**config.mk**
```make
export PLATFORM = sky130hd
export DESIGN_NAME = egbr_ctrl
export DESIGN_NICKNAME = d
export VERILOG_FILES = /design/src/hw/rtl/egbr_pkg.sv /design/src/hw/rtl/egbr_ctrl.sv
export SDC_FILE = /design/constraint.sdc
export NUM_CORES = 1
export LEC_CHECK = 0
export ABC_AREA = 1
export BUFFER_PORTS_ARGS = -buffer_cell sky130_fd_sc_hd__buf_4
export CAP_MARGIN = 20
export CORE_MARGIN = 2
export CORE_UTILIZATION = 35
export CTS_BUF_LIST = sky130_fd_sc_hd__clkbuf_2
export DETAILED_ROUTE_END_ITERATION = 10
export GPL_ROUTABILITY_DRIVEN = 1
export GPL_TIMING_DRIVEN = 0
export HOLD_SLACK_MARGIN = 0.1
export PLACE_DENSITY = 0.64
export SYNTH_ARGS = -nofsm -noshare
export SYNTH_HDL_FRONTEND = slang
export SYNTH_SLANG_ARGS = --single-unit
export TNS_END_PERCENT = 50
```
**constraint.sdc**
```tcl
create_clock -name clk -period 3.7 [get_ports clk]
set_clock_uncertainty 0.05 [all_clocks]
set_input_delay 0.74 -clock clk [delete_from_list [all_inputs] [get_ports clk]]
set_output_delay 0.74 -clock clk [all_outputs]
set_load 0.01 [all_outputs]
```
**src/hw/rtl/egbr_pkg.sv**
```systemverilog
// ----------------------------------------------------------------------------
// egbr_pkg
// Shared constants, request and status codes, and the command and status
// bundles between the controller and the datapath of the bit reader.
// ----------------------------------------------------------------------------
package egbr_pkg;

  localparam int BUFFER_BYTES = 4096;
  localparam int ADDR_W       = $clog2(BUFFER_BYTES);
  localparam int TOTAL_W      = ADDR_W + 1;
  localparam int POS_W        = TOTAL_W + 3;

  localparam logic [2:0] REQ_APPEND = 3'd0;
  localparam logic [2:0] REQ_UE     = 3'd1;
  localparam logic [2:0] REQ_SE     = 3'd2;
  localparam logic [2:0] REQ_READ   = 3'd3;
  localparam logic [2:0] REQ_PEEK   = 3'd4;
  localparam logic [2:0] REQ_CLEAR  = 3'd5;

  localparam logic [1:0] ST_OK    = 2'd0;
  localparam logic [1:0] ST_EOD   = 2'd1;
  localparam logic [1:0] ST_LONG  = 2'd2;
  localparam logic [1:0] ST_FULL  = 2'd3;

  localparam logic [5:0] MAX_FIXED = 6'd32;
  localparam logic [5:0] MAX_ZEROS = 6'd31;

  typedef struct packed {
    logic       load;
    logic       append;
    logic       clear;
    logic       fail;
    logic [1:0] fail_code;
    logic       scan_init;
    logic       scan_step;
    logic       start_info;
    logic       start_fixed;
    logic       read_step;
    logic       form_code;
    logic       finish;
    logic       emit;
  } dp_cmd_t;

  typedef struct packed {
    logic [2:0] op;
    logic       full;
    logic       fixed_short;
    logic       cur_end;
    logic       scan_long;
    logic       scan_hit;
    logic       code_short;
    logic       left_zero;
    logic       out_free;
  } dp_stat_t;

endpackage

```
**src/hw/rtl/egbr_ctrl.sv**
```systemverilog
// ----------------------------------------------------------------------------
// egbr_ctrl
// Controller: sequences request decode, zero scan, field gather, code
// formation and result hand-off.
// ----------------------------------------------------------------------------
module egbr_ctrl (
  input  logic                clk,
  input  logic                rst,
  input  logic                in_valid,
  output logic                in_stall,
  output egbr_pkg::dp_cmd_t   cmd,
  input  egbr_pkg::dp_stat_t  stat
);
  import egbr_pkg::*;

  localparam logic [3:0] S_IDLE      = 4'd0;
  localparam logic [3:0] S_DECODE    = 4'd1;
  localparam logic [3:0] S_SCAN_ADDR = 4'd2;
  localparam logic [3:0] S_SCAN      = 4'd3;
  localparam logic [3:0] S_CHECK     = 4'd4;
  localparam logic [3:0] S_RD_ADDR   = 4'd5;
  localparam logic [3:0] S_RD        = 4'd6;
  localparam logic [3:0] S_FORM      = 4'd7;
  localparam logic [3:0] S_FINISH    = 4'd8;
  localparam logic [3:0] S_DONE      = 4'd9;

  logic [3:0] state;
  logic [3:0] state_next;
  logic       is_code;

  assign in_stall = (state != S_IDLE);
  assign is_code  = (stat.op == REQ_UE) || (stat.op == REQ_SE);

  always_comb begin
    cmd        = '0;
    state_next = state;
    case (state)
      S_IDLE: begin
        if (in_valid) begin
          cmd.load   = 1'b1;
          state_next = S_DECODE;
        end
      end
      S_DECODE: begin
        state_next = S_DONE;
        case (stat.op)
          REQ_APPEND: begin
            if (stat.full) begin
              cmd.fail      = 1'b1;
              cmd.fail_code = ST_FULL;
            end else begin
              cmd.append = 1'b1;
            end
          end
          REQ_UE, REQ_SE: begin
            cmd.scan_init = 1'b1;
            state_next    = S_SCAN_ADDR;
          end
          REQ_READ, REQ_PEEK: begin
            if (stat.fixed_short) begin
              cmd.fail      = 1'b1;
              cmd.fail_code = ST_EOD;
            end else begin
              cmd.start_fixed = 1'b1;
              state_next      = S_RD_ADDR;
            end
          end
          REQ_CLEAR: begin
            cmd.clear = 1'b1;
          end
          default: begin
            state_next = S_DONE;
          end
        endcase
      end
      S_SCAN_ADDR: begin
        if (stat.cur_end) begin
          cmd.fail      = 1'b1;
          cmd.fail_code = ST_EOD;
          state_next    = S_DONE;
        end else begin
          state_next = S_SCAN;
        end
      end
      S_SCAN: begin
        if (stat.scan_long) begin
          cmd.fail      = 1'b1;
          cmd.fail_code = ST_LONG;
          state_next    = S_DONE;
        end else begin
          cmd.scan_step = 1'b1;
          state_next    = stat.scan_hit ? S_CHECK : S_SCAN_ADDR;
        end
      end
      S_CHECK: begin
        if (stat.code_short) begin
          cmd.fail      = 1'b1;
          cmd.fail_code = ST_EOD;
          state_next    = S_DONE;
        end else begin
          cmd.start_info = 1'b1;
          state_next     = S_RD_ADDR;
        end
      end
      S_RD_ADDR: begin
        if (stat.left_zero) begin
          state_next = is_code ? S_FORM : S_FINISH;
        end else begin
          state_next = S_RD;
        end
      end
      S_RD: begin
        cmd.read_step = 1'b1;
        state_next    = S_RD_ADDR;
      end
      S_FORM: begin
        cmd.form_code = 1'b1;
        state_next    = S_FINISH;
      end
      S_FINISH: begin
        cmd.finish = 1'b1;
        state_next = S_DONE;
      end
      S_DONE: begin
        if (stat.out_free) begin
          cmd.emit   = 1'b1;
          state_next = S_IDLE;
        end
      end
      default: begin
        state_next = S_IDLE;
      end
    endcase
  end

  always_ff @(posedge clk) begin
    if (rst) begin
      state <= S_IDLE;
    end else begin
      state <= state_next;
    end
  end

endmodule

```
==> qor.yml <==
netlist.area_leader.share_pct: 16.6
synth_mux_area_share_pct: 0
setup_violations: 0
hold_viol_final: 0
yosysMostFrequentCell: "nand2_1"
routed_via_density: 4.86
ant_nets: 0
postCtsSetupBuffers: 0
grt_pass1_vias: 618
cts.root.buffer_cell: "clkbuf_2"
antenna_cells: 0
die-height_um: 43.4
clock_sinks: 4
port_buffers: 28
pre_cts_ws_ns: 1.35
use_met3_pct: 1.25
status: "finished, final reports clean"
routedWlPerCell_um: 9.57
ctsResizeCount: 0
cts_made_buffers: 3
drt_iter0_drc: 21
synthSimpleGateAreaFrac_pct: 63.9
fp.coreArea_um2: 1490
rsz0062_at_grt: "no"
fmax_ghz: 0.425
yosysWarningCount: 0
leakage_nw: 0.452
yosys.area.top_type: "nand2_1"
vias: 729
synth-adder-area-share_pct: 0
worstPathArrival_ns: 1.56
syn_inst: 103
fillers: 172
grt_pass1_wl_um: 2490
async_flop_share_pct: 0
synth_ff_type: "dfxtp_1"
synth_commonest_cells: "nand2_1 (24), nor2_1 (19), inv_1 (15), nand3_1 (11), nor2_2 (5)"
num-nets-final: 150
reg_top3: "state x4"
start_util_pct: 36.6
drt_pre_antenna_iters: 4
synth.area.top_cells: "nand2_1 (17%), dfxtp_1 (15%), nor2_1 (13%)"
max_slew_margin_pct: 80.1
largest_reg_flops: 4
syn_area_per_cell_um2: 5.28
cp.required_ns: 2.91
crit_path_end_kind: "output pin"
fin_ws_ns: 1.35
cts_tree: "built"
start_kind: "primary input"
drc: 0
synth-compound-area-share_pct: 8.05
critPathKind: "in2out"
ios: 29
clk_latency_ns: 0.20
post_route_cells_drive_above_1_share_pct: 34.3
met1_usage_pct: 23.3
top_register: "state"
p_seq_share_pct: 25.8
synth_edf_count: 0
cts_max_level: 1
ir_worst_vdd_mv: 0.203
ctsHoldBuffers: 0
synth_cell_types: 21
grt_remaining_overflow: 0
combPwrFrac_pct: 58.0
p_int_mw: 0.127
finalCritPeriodShare_pct: 63.6
seq_area_frac_synth_pct: 14.7
fin_setup_tns_ns: 0
dp_hpwl_um: 1260
syn_area_um2: 544
synth_top_family_by_area: "simple AND/OR/NAND/NOR gates"
cts_buffer_depth: 2
power.density_nw_per_um2: 294
p_sw_share_pct: 45.4
p_switching_mw: 0.105
worstPathCellList: "buf_4 -> nor2_1 -> nand3_1 -> nor2_1 -> nor2_1 -> nand3b_1 -> buf_4"
hold_slack_ns: 0.630
syn-num-nets: 117
routabilityCongestion: 0.762
synthXorXnorAreaFrac_pct: 0
critPathSlowestCell: "nor2_1"
total_power_mw: 0.232
tightestPinTransition_ns: 0.298
grt_util_all_layers_pct: 16.9
whs_path_depth: 2
busiest_layer: "met2"
die-area_um2: 1890
crit_fanout: 4
met2_usage_pct: 29.0
hold_path.class: "reg2reg"
wl_um: 1440
period_minus_slack_ns: 2.35
die_width_um: 43.4
slew_violations: 0
row_count: 14
syn2layout_area_growth_pct: 45.1
grt_antenna_before_repair: 0
p_clk_share_pct: 16.3
path_clk_slew_ns: 0.04
critPathMaxStageDelay_ns: 0.23
grt_max_degree: 8
path_common_cell: "nor2_1"
yosys_register_bits: 4
drv_cap: 0
reg2reg_depth: 7
-- final timing paths --
kind / endpoint / slack (ns) / startpoint
setup reg to reg: state[3]$_SDFFE_PP0P_ / 2.40 / state[1]$_SDFFE_PP0P_
setup / recovery: cmd[8] / 1.35 / stat[9]
hold / removal: state[0]$_SDFFE_PP0P_ / 0.63 / state[3]$_SDFFE_PP0P_
hold reg to reg: state[0]$_SDFFE_PP0P_ / 0.63 / state[3]$_SDFFE_PP0P_
-- final cells by class --
cell class / count / area [um^2] / share of cell area (%)
sequential: 4 / 80.1 / 10.1
inverter: 19 / 72.6 / 9.19
clock buffer: 3 / 15.0 / 1.90
timing repair buffer: 28 / 210 / 26.6
tap: 16 / 20.0 / 2.54
multi-input combinational: 80 / 392 / 49.6
-- placed cells by master (no fill, tap or decap), types with 2 or more instances in the layout --
master    netlist  routed
a21oi_1         2       2
buf_4           0      28
clkbuf_2        0       3
dfxtp_1         4       4
inv_1          15      15
inv_2           3       3
nand2_1        24      24
nand2_2         2       2
nand3_1        11      11
nand4_1         2       2
nor2_1         19      19
nor2_2          5       5
nor2_4          2       2
nor4_1          2       2
o21ai_0         4       4
-- critical path, delay by kind of cell --
family                 cells  cell delay, ns
buffers and inverters      2            0.24
AND/OR/NAND/NOR            5            0.58
-- cell families after synthesis --
group	after synthesis
AO/OA/AOI/OAI	8
AND/OR/NAND/NOR	72
flip-flops	4
buffers and inverters	19
-- power groups by stage --
stage / registers [mW] / logic (mW) / clock network (mW)
5_1_grt: 0.0607 / 0.153 / 0.0426
2_1_floorplan: 0.0588 / 0.0847 / 0
4_1_cts: 0.0597 / 0.135 / 0.0385
6_report: 0.0598 / 0.134 / 0.0377
3_5_place_dp: 0.0604 / 0.135 / 0
3_3_place_gp: 0.0605 / 0.134 / 0
-- per-layer routing --
layer / vias to the layer above / part of all wire, %
met5: - / 0
met4: 0 / 0
met2: 20 / 45
li1: 394 / -
met1: 315 / 49
met3: 0 / 5.7
-- stage by stage --
stage	instances	cell area, um^2	util [%]
global placement	147	774	52.0
finish	150	790	53.0
detailed placement	147	774	52.0
floorplan	103	544	-
CTS	150	790	53.0
global route	150	790	53.0
(Power assumes the default switching activity.)
